**src/rtl/core/u2a_pkg.sv**
```systemverilog
// ============================================================================
// u2a_pkg
// Shared types, byte codes and the two-byte letter table for the UTF-8
// diacritic to ASCII converter.
// ============================================================================
package u2a_pkg;

    typedef logic [7:0] byte_t;

    typedef enum logic [1:0] {
        LEAD_NONE = 2'd0,
        LEAD_C3   = 2'd1,
        LEAD_C4   = 2'd2,
        LEAD_C5   = 2'd3
    } lead_t;

    localparam byte_t BYTE_NUL   = 8'h00;
    localparam byte_t BYTE_TAB   = 8'h09;
    localparam byte_t BYTE_LF    = 8'h0A;
    localparam byte_t BYTE_CR    = 8'h0D;
    localparam byte_t BYTE_SPACE = 8'h20;
    localparam byte_t BYTE_TILDE = 8'h7E;
    localparam byte_t BYTE_C3    = 8'hC3;
    localparam byte_t BYTE_C4    = 8'hC4;
    localparam byte_t BYTE_C5    = 8'hC5;

    localparam byte_t CAPACITY_RESET = 8'hFF;

    localparam int unsigned PADDR_W = 1;
    localparam logic [PADDR_W-1:0] ADDR_OUT_CAPACITY = 1'b0;

    // result of one processed request
    typedef struct packed {
        logic  emit;
        byte_t out_char;
        logic  end_of_text;
        lead_t lead_next;
        byte_t count_next;
    } step_t;

    // plain letter for a lead and a second byte, zero when unmapped
    function automatic byte_t map_pair(lead_t lead, byte_t second);
        byte_t ch;
        ch = BYTE_NUL;
        case (lead)
            LEAD_C3:
            begin
                case (second)
                    8'h93:   ch = "O";
                    8'hB3:   ch = "o";
                    default: ch = BYTE_NUL;
                endcase
            end
            LEAD_C4:
            begin
                case (second)
                    8'h84:   ch = "A";
                    8'h85:   ch = "a";
                    8'h86:   ch = "C";
                    8'h87:   ch = "c";
                    8'h98:   ch = "E";
                    8'h99:   ch = "e";
                    default: ch = BYTE_NUL;
                endcase
            end
            LEAD_C5:
            begin
                case (second)
                    8'h81:   ch = "L";
                    8'h82:   ch = "l";
                    8'h83:   ch = "N";
                    8'h84:   ch = "n";
                    8'h9A:   ch = "S";
                    8'h9B:   ch = "s";
                    8'hB9:   ch = "Z";
                    8'hBA:   ch = "z";
                    8'hBB:   ch = "Z";
                    8'hBC:   ch = "z";
                    default: ch = BYTE_NUL;
                endcase
            end
            default: ch = BYTE_NUL;
        endcase
        return ch;
    endfunction

endpackage

```
**src/rtl/core/u2a_apb.sv**
```systemverilog
// ============================================================================
// u2a_apb
// Configuration register file: holds the output capacity.
// ============================================================================
module u2a_apb
(
    input  logic                          clk,
    input  logic                          rst_n,
    input  logic                          psel,
    input  logic                          penable,
    input  logic                          pwrite,
    input  logic [u2a_pkg::PADDR_W-1:0]   paddr,
    input  logic [31:0]                   pwdata,
    output logic [31:0]                   prdata,
    output logic                          pready,
    output u2a_pkg::byte_t                capacity
);

    u2a_pkg::byte_t capacity_reg;
    u2a_pkg::byte_t capacity_next;
    logic           wr_hit;

    assign pready = 1'b1;
    assign wr_hit = psel && penable && pwrite && (paddr == u2a_pkg::ADDR_OUT_CAPACITY);

    always_comb
    begin
        capacity_next = capacity_reg;
        if (wr_hit)
        begin
            capacity_next = pwdata[7:0];
        end
    end

    always_ff @(posedge clk or negedge rst_n)
    begin
        if (!rst_n)
        begin
            capacity_reg <= u2a_pkg::CAPACITY_RESET;
        end
        else
        begin
            capacity_reg <= capacity_next;
        end
    end

    always_comb
    begin
        prdata = 32'd0;
        if (paddr == u2a_pkg::ADDR_OUT_CAPACITY)
        begin
            prdata = {24'd0, capacity_reg};
        end
    end

    assign capacity = capacity_reg;

endmodule

```
**src/rtl/core/u2a_step.sv**
```systemverilog
// ============================================================================
// u2a_step
// Per-byte decode: classifies one byte against the held lead and the
// character count, and gives the result and the next state.
// ============================================================================
module u2a_step
(
    input  u2a_pkg::byte_t  in_byte,
    input  u2a_pkg::lead_t  lead,
    input  u2a_pkg::byte_t  count,
    input  u2a_pkg::byte_t  capacity,
    output u2a_pkg::step_t  step
);

    logic           room;
    u2a_pkg::byte_t ch;

    assign room = count < capacity;

    always_comb
    begin
        ch               = u2a_pkg::BYTE_NUL;
        step.emit        = 1'b0;
        step.out_char    = u2a_pkg::BYTE_NUL;
        step.end_of_text = 1'b0;
        step.lead_next   = lead;
        step.count_next  = count;

        if (in_byte == u2a_pkg::BYTE_NUL)
        begin
            step.emit        = 1'b1;
            step.end_of_text = 1'b1;
            step.lead_next   = u2a_pkg::LEAD_NONE;
            step.count_next  = 8'd0;
        end
        else
        begin
            if (lead != u2a_pkg::LEAD_NONE)
            begin
                ch             = u2a_pkg::map_pair(lead, in_byte);
                step.lead_next = u2a_pkg::LEAD_NONE;
            end
            else if (!room)
            begin
                ch = u2a_pkg::BYTE_NUL;
            end
            else if (in_byte >= u2a_pkg::BYTE_SPACE && in_byte <= u2a_pkg::BYTE_TILDE)
            begin
                ch = in_byte;
            end
            else if (in_byte == u2a_pkg::BYTE_C3)
            begin
                step.lead_next = u2a_pkg::LEAD_C3;
            end
            else if (in_byte == u2a_pkg::BYTE_C4)
            begin
                step.lead_next = u2a_pkg::LEAD_C4;
            end
            else if (in_byte == u2a_pkg::BYTE_C5)
            begin
                step.lead_next = u2a_pkg::LEAD_C5;
            end
            else if (in_byte == u2a_pkg::BYTE_TAB || in_byte == u2a_pkg::BYTE_LF
                     || in_byte == u2a_pkg::BYTE_CR)
            begin
                ch = u2a_pkg::BYTE_SPACE;
            end

            if (ch != u2a_pkg::BYTE_NUL && room)
            begin
                step.emit       = 1'b1;
                step.out_char   = ch;
                step.count_next = count + 8'd1;
            end
        end
    end

endmodule

```
**src/rtl/core/utf8_diacritic_to_ascii.sv**
```systemverilog
// ============================================================================
// utf8_diacritic_to_ascii
// UTF-8 text to plain ASCII converter with Polish letter transliteration.
// ============================================================================
// One byte per request, one request per cycle sustained while the result side
// does not stall. A request is taken into an input register. In the following
// cycle it is decoded by a small letter table and the lead-byte state. Its
// result (if any) is written to the output register when the request advances
// out of the input register, which waits while a held result is stalled. A
// stalled result holds the input register, which then stalls the input.
// Printable ASCII passes, tab/CR/LF become a space, C3/C4/C5 lead pairs map to
// plain letters, and a zero byte always emits a terminator with end_of_text
// set. out_capacity (address 0, reset 255) caps the characters per string.
module utf8_diacritic_to_ascii
(
    input  logic                          clk,
    input  logic                          rst_n,
    input  logic                          psel,
    input  logic                          penable,
    input  logic                          pwrite,
    input  logic [u2a_pkg::PADDR_W-1:0]   paddr,
    input  logic [31:0]                   pwdata,
    output logic [31:0]                   prdata,
    output logic                          pready,
    input  logic                          in_valid,
    output logic                          in_stall,
    input  logic [7:0]                    in_byte,
    output logic                          out_valid,
    input  logic                          out_stall,
    output logic [7:0]                    out_char,
    output logic                          end_of_text
);

    u2a_pkg::byte_t capacity;
    u2a_pkg::step_t step;

    logic           in_valid_reg;
    logic           in_valid_next;
    u2a_pkg::byte_t byte_reg;
    u2a_pkg::lead_t lead_reg;
    u2a_pkg::lead_t lead_next;
    u2a_pkg::byte_t count_reg;
    u2a_pkg::byte_t count_next;
    logic           out_valid_reg;
    logic           out_valid_next;
    u2a_pkg::byte_t out_char_reg;
    logic           eot_reg;

    logic           advance;
    logic           take;

    u2a_apb u_apb
    (
        .clk      (clk),
        .rst_n    (rst_n),
        .psel     (psel),
        .penable  (penable),
        .pwrite   (pwrite),
        .paddr    (paddr),
        .pwdata   (pwdata),
        .prdata   (prdata),
        .pready   (pready),
        .capacity (capacity)
    );

    u2a_step u_step
    (
        .in_byte  (byte_reg),
        .lead     (lead_reg),
        .count    (count_reg),
        .capacity (capacity),
        .step     (step)
    );

    // held request moves on once the output register is free or draining
    assign advance  = in_valid_reg && (!out_valid_reg || !out_stall);
    assign in_stall = in_valid_reg && !advance;
    assign take     = in_valid && !in_stall;

    always_comb
    begin
        in_valid_next  = in_valid_reg;
        lead_next      = lead_reg;
        count_next     = count_reg;
        out_valid_next = out_valid_reg;

        if (out_valid_reg && !out_stall)
        begin
            out_valid_next = 1'b0;
        end
        if (advance)
        begin
            in_valid_next  = 1'b0;
            lead_next      = step.lead_next;
            count_next     = step.count_next;
            out_valid_next = step.emit;
        end
        if (take)
        begin
            in_valid_next = 1'b1;
        end
    end

    always_ff @(posedge clk or negedge rst_n)
    begin
        if (!rst_n)
        begin
            in_valid_reg  <= 1'b0;
            lead_reg      <= u2a_pkg::LEAD_NONE;
            count_reg     <= 8'd0;
            out_valid_reg <= 1'b0;
        end
        else
        begin
            in_valid_reg  <= in_valid_next;
            lead_reg      <= lead_next;
            count_reg     <= count_next;
            out_valid_reg <= out_valid_next;
        end
    end

    always_ff @(posedge clk)
    begin
        if (take)
        begin
            byte_reg <= in_byte;
        end
        if (advance && step.emit)
        begin
            out_char_reg <= step.out_char;
            eot_reg      <= step.end_of_text;
        end
    end

    assign out_valid   = out_valid_reg;
    assign out_char    = out_char_reg;
    assign end_of_text = eot_reg;

`ifndef SYNTHESIS
    // terminator carries a zero character, any other result a nonzero one
    a_eot_char : assert property (@(posedge clk) disable iff (!rst_n)
        out_valid_reg |-> (eot_reg == (out_char_reg == u2a_pkg::BYTE_NUL)))
        else $error("terminator flag and character disagree");

    // a processed zero byte clears lead and count
    a_term_clear : assert property (@(posedge clk) disable iff (!rst_n)
        (advance && byte_reg == u2a_pkg::BYTE_NUL)
        |=> (lead_reg == u2a_pkg::LEAD_NONE && count_reg == 8'd0 && out_valid_reg))
        else $error("terminator did not clear state");

    // count only moves by one on an emitted character, or to zero
    a_count_step : assert property (@(posedge clk) disable iff (!rst_n)
        (count_reg != $past(count_reg))
        |-> (count_reg == 8'd0 || count_reg == $past(count_reg) + 8'd1))
        else $error("character count jumped");
`endif

endmodule
```
**config.mk**
```make
export PLATFORM = sky130hd
export DESIGN_NAME = utf8_diacritic_to_ascii
export DESIGN_NICKNAME = d
export VERILOG_FILES = /design/src/rtl/core/u2a_pkg.sv /design/src/rtl/core/u2a_apb.sv /design/src/rtl/core/u2a_step.sv /design/src/rtl/core/utf8_diacritic_to_ascii.sv
export SDC_FILE = /design/constraint.sdc
export NUM_CORES = 1
export LEC_CHECK = 0
export BUFFER_PORTS_ARGS = -buffer_cell sky130_fd_sc_hd__buf_4
export CAP_MARGIN = 20
export CORE_ASPECT_RATIO = 1.25
export CORE_MARGIN = 4
export CORE_UTILIZATION = 54
export CTS_BUF_LIST = sky130_fd_sc_hd__clkbuf_4 sky130_fd_sc_hd__clkbuf_8
export CTS_CLUSTER_DIAMETER = 60
export CTS_CLUSTER_SIZE = 30
export DETAILED_ROUTE_END_ITERATION = 10
export PLACE_DENSITY = 0.92
export REMOVE_ABC_BUFFERS = 1
export SLEW_MARGIN = 20
export SYNTH_ARGS = -nofsm -noshare
export SYNTH_HDL_FRONTEND = slang
export SYNTH_SLANG_ARGS = --single-unit
```
**constraint.sdc**
```tcl
create_clock -name clk -period 5 [get_ports clk]
set_input_delay 0.5 -clock clk [delete_from_list [all_inputs] [get_ports clk]]
set_output_delay 0.5 -clock clk [all_outputs]
set_load 0.03 [all_outputs]
```
Word level (Yosys, flattened, before mapping)
Cells that the tools add are included.
{"block": "totals", "reg_bits": 37, "latchBits": 0, "mem_bits_rw": 0, "mem_bits_ro": 0, "mem_count": 0}
{"block": "op_classes", "n_addsub": 1, "n_mul": 0, "div": 0, "n_lt_le_gt_ge": 3, "n_eq_ne": 27, "shift": 0, "mux": 28, "n_bitwise": 2, "n_reduce_logical": 30}
{"operator": "== test 8 bit (second input constant)", "count": 20}
{"operator": "two-way mux 8 bit", "count": 9}
{"operator": "one-hot mux 7 bit (8 select lines)", "count": 1}
{"operator": "one-hot mux 7 bit (6 select lines)", "count": 1}
{"operator": "== test 8 x 4 -> 1 bit (second input constant)", "count": 3}
{"operator": "one-hot mux 8 bit (3 select lines)", "count": 1}
{"operator": "one-hot mux 7 bit (2 select lines)", "count": 1}
{"operator": "two-way mux 2 bit", "count": 6}
{"operator": "logical AND 1 bit", "count": 10}
{"operator": "two-way mux 10 bit", "count": 1}
{"operator": "two-way mux 9 bit", "count": 1}
{"operator": "adder 8 x 1 -> 8 bit (second input constant)", "count": 1}
{"operator": "greater-or-equal comparator 8 x 6 -> 1 bit (second input constant)", "count": 1}
{"operator": "less-or-equal comparator 8 x 7 -> 1 bit (second input constant)", "count": 1}
{"operator": "logical NOT 8 bit", "count": 1}
{"operator": "less-than comparator 8 bit", "count": 1}
{"operator": "nonzero test 2 bit", "count": 4}
{"operator": "nonzero test 8 bit", "count": 1}
{"operator": "two-way mux 1 bit", "count": 6}
{"operator": "two-way mux 6 bit", "count": 1}
{"operator": "OR reduction 2 bit", "count": 3}
{"operator": "nonzero test 5 bit", "count": 1}
{"operator": "== test 2 bit (second input constant)", "count": 2}
{"operator": "logical NOT 1 bit", "count": 4}
{"operator": "7 further kinds", "count": 10}

Depth between registers and ports, before layout
Gate-level depths: netlist of run 1.
{"block": "depth", "depth_word": 16, "mapped_depth": 10, "mapped_depth_nobuf": 9}

Modules after synthesis
Synthesis of run 1 repeated with hierarchy kept, for this count alone.
{"block": "hier_totals", "hier_cells": 255, "hier_area_um2": 2620.0}
{"module": "utf8_diacritic_to_ascii", "instances": 1, "cells_per_inst": 49, "area_per_inst_um2": 1021.0, "seq_area_each_um2": 810.8}
{"module": "u2a_step", "instances": 1, "cells_per_inst": 154, "area_per_inst_um2": 1009.7, "seq_area_each_um2": 0.0}
{"module": "u2a_apb", "instances": 1, "cells_per_inst": 52, "area_per_inst_um2": 589.3, "seq_area_each_um2": 210.2}

Worst setup path before layout of run 1
OpenSTA, ideal clock, no wires.
{"block": "synth_timing", "kind": "register -> register", "from": "register u_apb.capacity_reg[5], in the netlist u_apb.capacity[5]", "to": "register eot_reg, in the netlist end_of_text, enable pin", "arrival_ps": 2041, "t_required_ps": 4671, "slack_ps": 2630, "stages_incl_launch_ff": 10, "n_path_buf": 0, "synth_period_minus_slack_ps": 2370, "path_cell_list": "dfstp_2 > inv_1 > ha_1 > a21oi_1 > nor2_1 > a211oi_1 > o21ai_1 > a21o_1 > a21o_1 > inv_1"}
{"block": "synth_via", "elab_chain_cells": 9}
{"element": "start, declared", "line_no": "u2a_apb.sv:19", "rtl": "u2a_pkg::byte_t capacity_reg;"}
{"element": "start signal, assigned", "line_no": "u2a_apb.sv:39", "rtl": "capacity_reg <= u2a_pkg::CAPACITY_RESET;"}
{"element": "start signal, assigned", "line_no": "u2a_apb.sv:43", "rtl": "capacity_reg <= capacity_next;"}
{"element": "less-than comparator 8 bit *", "line_no": "u2a_step.sv:18", "rtl": "assign room = count < capacity;"}
{"element": "two-way mux 8 bit", "line_no": "u2a_step.sv:43", "rtl": "else if (!room)"}
{"element": "two-way mux 8 bit", "line_no": "u2a_step.sv:38", "rtl": "if (lead != u2a_pkg::LEAD_NONE)"}
{"element": "two-way mux 8 bit", "line_no": "u2a_step.sv:29", "rtl": "if (in_byte == u2a_pkg::BYTE_NUL)"}
{"element": "nonzero test 8 bit", "line_no": "u2a_step.sv:69", "rtl": "if (ch != u2a_pkg::BYTE_NUL && room)"}
{"element": "logical AND 1 bit *", "line_no": "u2a_step.sv:69"}
{"element": "two-way mux 9 bit *", "line_no": "u2a_step.sv:69"}
{"element": "two-way mux 1 bit *", "line_no": "u2a_step.sv:29"}
{"element": "logical AND 1 bit *", "line_no": "utf8_diacritic_to_ascii.sv:128", "rtl": "if (advance && step.emit)"}
{"element": "end signal, assigned", "line_no": "utf8_diacritic_to_ascii.sv:131", "rtl": "eot_reg <= step.end_of_text;"}
{"element": "end, declared", "line_no": "utf8_diacritic_to_ascii.sv:47", "rtl": "logic eot_reg;"}
Every way passes the cells marked *; elsewhere a longest branch is shown, timed or not. The select of a mux whose other input is x is not followed.
A chain may end at the register's enable or synchronous reset.

Worst setup path after layout of run 1
{"block": "layout_timing", "from": "register u_apb.capacity_reg[5], in the netlist u_apb.capacity[5]", "to": "register out_char_reg[2], in the netlist out_char[2], enable pin"}
{"block": "layout_via", "elab_chain_cells": 9}
{"element": "less-than comparator 8 bit *", "line_no": "u2a_step.sv:18"}
{"element": "two-way mux 8 bit", "line_no": "u2a_step.sv:43"}
{"element": "two-way mux 8 bit", "line_no": "u2a_step.sv:38"}
{"element": "two-way mux 8 bit", "line_no": "u2a_step.sv:29"}
{"element": "nonzero test 8 bit", "line_no": "u2a_step.sv:69"}
{"element": "logical AND 1 bit *", "line_no": "u2a_step.sv:69"}
{"element": "two-way mux 9 bit *", "line_no": "u2a_step.sv:69"}
{"element": "two-way mux 1 bit *", "line_no": "u2a_step.sv:29"}
{"element": "logical AND 1 bit *", "line_no": "utf8_diacritic_to_ascii.sv:128"}
{"element": "end signal, assigned", "line_no": "utf8_diacritic_to_ascii.sv:130", "rtl": "out_char_reg <= step.out_char;"}
{"element": "end, declared", "line_no": "utf8_diacritic_to_ascii.sv:46", "rtl": "u2a_pkg::byte_t out_char_reg;"}
Marks and branches as above.

==> results of run 1 <==
kinds of logic after synthesis:
family / count (synthesis)
xor+xnor: 1
other cells: 2
mux: 11
buf+inv: 48
fa+ha+maj: 8
compound gates: 49
simple gates: 87
flops: 37
final timing paths:
path	startpoint	to	slack, ps
setup / recovery	u_apb.capacity[5]$_DFFE_PN1P_	out_char[2]$_SDFFCE_PP0P_	1910
hold / removal	rst_n	count_reg[4]$_DFFE_PN0P_	70
setup reg to reg	u_apb.capacity[5]$_DFFE_PN1P_	out_char[2]$_SDFFCE_PP0P_	1910
hold reg to reg	count_reg[7]$_DFFE_PN0P_	count_reg[7]$_DFFE_PN0P_	570
max in group asynchronous	rst_n	u_apb.capacity[0]$_DFFE_PN1P_	4660
min in group clk	in_byte[2]	byte_reg[2]$_DFFE_PP_	380
metrics by stage:
stage               instance area (sq um)  total power [mW]  std cells
floorplan                            2221            0.5940        235
global placement                     2606            0.6613        333
detailed placement                   2606            0.6743        333
CTS                                  2698            0.8932        341
global route                         2698            0.9415        341
finish                               2698            0.8867        341
final cells by class:
cell class | count | share of cell area [%]
clock buffer | 6 | 3.061
clock inverter | 2 | 0.3247
inverter | 16 | 2.226
multi-input combinational | 182 | 42.25
sequential | 37 | 37.85
tap | 56 | 2.597
timing repair buffer | 42 | 11.69
cell usage in the layout (no fill, tap or decap), types with 9 or more instances in the layout:
master	netlist	routed
a21oi_1	14	14
nand3_1	11	11
inv_1	16	16
nand2_1	17	17
buf_4	26	42
conb_1	2	26
edfxtp_1	17	17
nor2_1	18	18
mux2_2	11	11
dfrtp_1	12	12
nor3_1	9	9
power breakdown:
group / leakage (nW) / internal (mW) / total, mW / switching, mW
Sequential: 0.393 / 0.370 / 0.409 / 0.0393
Clock: 0.0486 / 0.109 / 0.214 / 0.105
Combinational: 0.723 / 0.108 / 0.263 / 0.156
Total: 1.16 / 0.587 / 0.887 / 0.300
critical path: cells and delay by family (launching register included):
kind / cells / cell delay [ps]
AOI/OAI and AO/OA: 5 / 1470
adders and majority gates: 1 / 320
buffers and inverters: 2 / 350
DFF: 1 / 530
and+or+nand+nor: 1 / 60
per-layer routing:
metal	routed length (um)	share of wire, %
met5	0	0
met4	200	4.1
met3	351	7.2
met2	2472	51
met1	1854	38
==> key figures, run 1 <==
Clock network
  – Post-CTS Setup Bufs: 0
  – Later-pin clock latency in the skew report: 300 ps
  – Num CTS Buffers: 5
  – Max clock buf depth: 2
  – Root Driver: clkbuf_8
  – TritonCTS clock tree: done
  – Post-CTS sizing: 0
  – Total clock sinks: 37
  – Reg clk slew, reported paths: 80 ps
  – H-tree levels: 2
  – Hold buffer count at CTS: 0

STA
  – Period utilization: 61.71%
  – Hold Vio Cnt, Final: 0
  – Final worst slack: 1915 ps
  – Hold slack: 67.81 ps
  – Layout Skew: 10.30 ps
  – Unrepaired setup endpoints after global routing: false
  – Final setup TNS: 0 ps
  – Final setup fails: 0
  – Final min period: 3085 ps
  – Slew Viols, Final: 0
  – Worst Max-Slew Pin Slew: 607.5 ps
  – Rel. slew slack: 59.50%
  – Top achievable clock speed: 324.1 MHz

Detailed routing
  – Drt pass-1 iters: 4
  – Final wirelength: 4.878 mm
  – Routed wire per std cell: 14.30 um
  – Iteration-0 DRC Markers: 100
  – Via count of the routed design: 1893
  – DR vias/cell: 5.551
  – Routed Antenna Nets: 0
  – # DRC: 0

Synth
  – Main area contributors after synthesis: edfxtp_1 (22%), dfrtp_1 (13%), dfstp_2 (8.9%), buf_4 (8.3%), mux2_2 (5.3%)
  – Post-synthesis sequential area ratio: 43.29%
  – Mapped Area: 0.002359 sq mm
  – Post-synthesis mux area share: 5.252%
  – Synthesized-area fraction occupied by adder cells: 4.244%
  – Synth top cells by count: buf_4 (26), nor2_1 (18), edfxtp_1 (17), nand2_1 (17), inv_1 (16)
  – Yosys top cell by area: edfxtp_1
  – Compound-gate portion of the synthesized area: 13.90%
  – Number of synthesized flops with an enable pin: 17
  – Mean post-synth cell area: 9.706 sq um
  – Yosys Warn Count: 0
  – Main combinational cell family by area after synthesis: simple AND/OR/NAND/NOR gates
  – Synth top area share: 21.64%
  – #FFs+latches synth: 37
  – Count of different cell masters after synthesis: 55
  – Top-count cell post-synth: buf_4
  – Post-synthesis simple-gate area fraction: 20.42%
  – Post-Synth XOR/XNOR Area: 0.3714%
  – Main flop type after synthesis: edfxtp_1
  – Synth Instances: 243
  – Post-synth ARST share: 54.05%

Worst setup path
  – CP endpoint kind: flop
  – Crit Path Category: flop to flop
  – Critical Path RT: 4960 ps
  – Critical-path cell list: inv_1 -> ha_1 -> a21oi_1 -> nor2_1 -> a211oi_1 -> o21ai_1 -> a21o_1 -> a21o_1 -> inv_1
  – Startpoint Class: flop
  – Max FO, Critical Path: 17
  – Slowest-stage cell, CP: dfstp_2
  – FF-to-FF path depth: 9
  – CP peak stage delay: 530 ps
  – Data arrival time of the worst path: 3050 ps

Finish
  – Ratio of cells with drive above 1 in the final layout: 25.96%
  – Fill cells: 338
  – Multi-input logic area: 0.001140 sq mm
  – Register Area: 0.001021 sq mm
  – Ant. Diodes: 0
  – Fin nets: 340
  – Area growth, synth to finish: 14.38%
  – Core Util, Final: 64.78%

Min path
  – Worst min path class: primary input to async pin

Global route
  – Initial antenna violation count: 0
  – Met3 GRT Util: 3.557%
  – All-Layer GR Usage: 19.96%
  – Met2 Track Usage GR: 32.94%
  – Vias in the first global route: 1829
  – Busiest metal layer after global routing: met2
  – First-pass GRT wire length: 8.293 mm
  – Met1 Track Usage GR: 23.49%
  – Largest net degree at the start of global routing: 21
  – Total grt overflow: 0

Power and ir drop
  – Leakage dissipation: 1.164 nW
  – Max VDD drop: 224.6 uV
  – Pwr dens: 328.7 mW/mm^2

Floorplan
  – IO Pins: 92
  – Initial core utilization: 56.64%
  – Rows: 26
  – Core Area: 0.004164 sq mm
  – Die Ht: 81.89 um
  – Chip Width: 67.11 um
  – Die Area: 0.005496 sq mm

Placement
  – Buffers on Ports: 42
  – Hpwl dp: 3.582 mm
  – Setup WS pre-CTS: 2048 ps
  – Routability cong.: 0.9334

Job
  – Total of max-cap violations: 0

Outcome
  – Outcome: complete, no violations
Power figures use the tool's default switching activity.
==> run 2, diff against run 1 <==
--- a/config.mk
+++ b/config.mk
@@ -9,12 +9,12 @@
 export CAP_MARGIN = 20
 export CORE_ASPECT_RATIO = 1.25
 export CORE_MARGIN = 4
-export CORE_UTILIZATION = 54
+export CORE_UTILIZATION = 51
 export CTS_BUF_LIST = sky130_fd_sc_hd__clkbuf_4 sky130_fd_sc_hd__clkbuf_8
 export CTS_CLUSTER_DIAMETER = 60
 export CTS_CLUSTER_SIZE = 30
 export DETAILED_ROUTE_END_ITERATION = 10
-export PLACE_DENSITY = 0.92
+export PLACE_DENSITY = 0.88
 export REMOVE_ABC_BUFFERS = 1
 export SLEW_MARGIN = 20
 export SYNTH_ARGS = -nofsm -noshare
==> constraint.sdc (replaced) <==
create_clock -name clk -period 3.1 [get_ports clk]
set_input_delay 0.31 -clock clk [delete_from_list [all_inputs] [get_ports clk]]
set_output_delay 0.31 -clock clk [all_outputs]
set_load 0.03 [all_outputs]
==> run 2 against run 1 <==
Clock skew is 3.9 ps lower. Flip-flop and latch count stayed put. Total power is 63% higher. First-iteration DRC count is 19% lower. Hold slack better by 130 ps. Cell count is 1.5% higher. Register-to-register slack worse by 1500 ps. Non-clock buffer count is 3 higher. Wire length is 4.9% lower. Critical path depth stayed put. Critical endpoint unchanged. Largest power group unchanged.
==> key figures, run 2 (synthesis gave the netlist of run 1 again) <==
Floorplan
  – Core Area: 0.004425 sq mm (was 0.004164 sq mm)
  – Die Area: 0.005783 sq mm (was 0.005496 sq mm)
  – Rows: 27 (was 26)
  – Die Ht: 84.03 um (was 81.89 um)
  – Chip Width: 68.83 um (was 67.11 um)
  – IO Pins: 92 (unchanged)
  – Initial core utilization: 53.29% (was 56.64%)

Detailed routing
  – Routed wire per std cell: 13.40 um (was 14.30 um)
  – Via count of the routed design: 1846 (was 1893)
  – DR vias/cell: 5.335 (was 5.551)
  – Final wirelength: 4.637 mm (was 4.878 mm)
  – Iteration-0 DRC Markers: 81 (was 100)
  – # DRC: 0 (unchanged)
  – Drt pass-1 iters: 4 (unchanged)
  – Routed Antenna Nets: 0 (unchanged)

Placement
  – Setup WS pre-CTS: 469.5 ps (was 2048 ps)
  – Hpwl dp: 3.497 mm (was 3.582 mm)
  – Placed cell areas: 0.002624 sq mm (was 0.002606 sq mm)
  – Routability cong.: 0.9321 (was 0.9334)
  – Buffers on Ports: 42 (unchanged)

Min path
  – Worst min path class: primary input to flop (was primary input to async pin)

STA
  – Hold Vio Cnt, Final: 0 (unchanged)
  – Final setup TNS: 0 ps (unchanged)
  – Top achievable clock speed: 371.3 MHz (was 324.1 MHz)
  – Slew Viols, Final: 0 (unchanged)
  – Worst Max-Slew Pin Slew: 530.1 ps (was 607.5 ps)
  – Rel. slew slack: 64.43% (was 59.50%)
  – Final min period: 2693 ps (was 3085 ps)
  – Unrepaired setup endpoints after global routing: false (unchanged)
  – Hold slack: 202.1 ps (was 67.81 ps)
  – Final worst slack: 406.7 ps (was 1915 ps)
  – Final setup fails: 0 (unchanged)
  – Period utilization: 86.88% (was 61.71%)
  – Layout Skew: 6.361 ps (was 10.30 ps)

Power and ir drop
  – Max VDD drop: 373.3 uV (was 224.6 uV)
  – Total Power: 1.445 mW (was 0.8867 mW)
  – Leakage dissipation: 1.183 nW (was 1.164 nW)
  – Pwr dens: 528.2 mW/mm^2 (was 328.7 mW/mm^2)

Clock network
  – Num CTS Buffers: 5 (unchanged)
  – Post-CTS sizing: 0 (unchanged)
  – H-tree levels: 2 (unchanged)
  – Root Driver: clkbuf_8 (unchanged)
  – Later-pin clock latency in the skew report: 290 ps (was 300 ps)
  – Hold buffer count at CTS: 1 (was 0)
  – Total clock sinks: 37 (unchanged)
  – TritonCTS clock tree: done (unchanged)
  – Reg clk slew, reported paths: 70 ps (was 80 ps)
  – Max clock buf depth: 2 (unchanged)
  – Post-CTS Setup Bufs: 0 (unchanged)

Finish
  – Fin nets: 343 (was 340)
  – Commonest non-fill, non-tap cell in the layout: buf_4 (unchanged)
  – Most frequent cells in the layout: buf_4 (44), conb_1 (26), nor2_1 (18) (was buf_4 (42), conb_1 (26), nor2_1 (18))
  – Ratio of cells with drive above 1 in the final layout: 26.74% (was 25.96%)
  – Area growth, synth to finish: 15.97% (was 14.38%)
  – Post-route cell area: 0.002735 sq mm (was 0.002698 sq mm)
  – Ant. Diodes: 0 (unchanged)

Worst setup path
  – Crit Path Category: flop to flop (unchanged)
  – Max FO, Critical Path: 9 (was 17)
  – CP endpoint kind: flop (unchanged)
  – Data arrival time of the worst path: 2650 ps (was 3050 ps)
  – Critical Path RT: 3060 ps (was 4960 ps)
  – Slowest-stage cell, CP: dfstp_2 (unchanged)
  – CP peak stage delay: 530 ps (about the same)
  – Critical-path cell list: inv_1 -> ha_1 -> a21oi_1 -> nor2_1 -> a211oi_1 -> o21ai_1 -> a21o_1 -> a21o_1 -> inv_1 (unchanged)
  – Startpoint Class: flop (unchanged)

Global route
  – First-pass GRT wire length: 7.693 mm (was 8.293 mm)
  – Total grt overflow: 0 (unchanged)
  – Largest net degree at the start of global routing: 21 (unchanged)
  – Vias in the first global route: 1745 (was 1829)
  – Initial antenna violation count: 0 (unchanged)
  – All-Layer GR Usage: 17.22% (was 19.96%)

Job
  – Total of max-cap violations: 0 (unchanged)

Outcome
  – Outcome: complete, no violations (unchanged)
==> run 2: through the flow <==
| step | utilization (%) | std cells |
|---|---|---|
| after floorplan | - | 235 |
| after global placement | 59.29 | 337 |
| after detailed placement | 59.29 | 337 |
| after CTS | 61.80 | 346 |
| after global routing | 61.80 | 346 |
| final | 61.80 | 346 |
==> run 2: area by class of cell <==
type | instances | area [sq um]
Fill cell | 362 | 1690
Multi-Input combinational cell | 182 | 1140
Sequential cell | 37 | 1021
Timing Repair Buffer | 45 | 340.3
Clock buffer | 7 | 96.34
Tap cell | 58 | 72.57
Inverter | 16 | 60.06
Clock inverter | 1 | 5.005
==> run 2: path summary, 6_finish.rpt <==
kind / start / end / slack (ps) / cells after the start
worst max-delay path: u_apb.capacity[5]$_DFFE_PN1P_ / out_char[2]$_SDFFCE_PP0P_ / 410 / 9
worst min-delay path: in_byte[3] / byte_reg[3]$_DFFE_PP_ / 200 / 1
worst max register to register: u_apb.capacity[5]$_DFFE_PN1P_ / out_char[2]$_SDFFCE_PP0P_ / 410 / 9
worst min register to register: count_reg[7]$_DFFE_PN0P_ / count_reg[7]$_DFFE_PN0P_ / 550 / 2
max in group asynchronous: rst_n / u_apb.capacity[0]$_DFFE_PN1P_ / 2390 / 2
min in group asynchronous: rst_n / count_reg[4]$_DFFE_PN0P_ / 440 / 2
==> run 2: layer usage <==
metal,wire (um),vias to the layer above,track usage [%],share of wire (%)
li1,-,916,-,-
met1,1873,847,21.61,40
met2,2382,77,27.89,51
met5,0,-,0,0
met4,73,0,6.560,1.6
met3,307,6,4.178,6.6
==> run 2: critical path, delay by kind of cell, from the launching register on <==
kind	cells	cell delay [ps]
and+or+nand+nor	1	50
AOI/OAI and AO/OA	5	1100
buffers and inverters	2	370
adders and majority gates	1	320
DFF	1	530
==> run 2: power by group <==
part	total, mW	internal (mW)	leakage [nW]	switching, mW
Combinational	0.428	0.178	0.736	0.250
Sequential	0.658	0.597	0.393	0.0608
Clock	0.359	0.201	0.0542	0.158
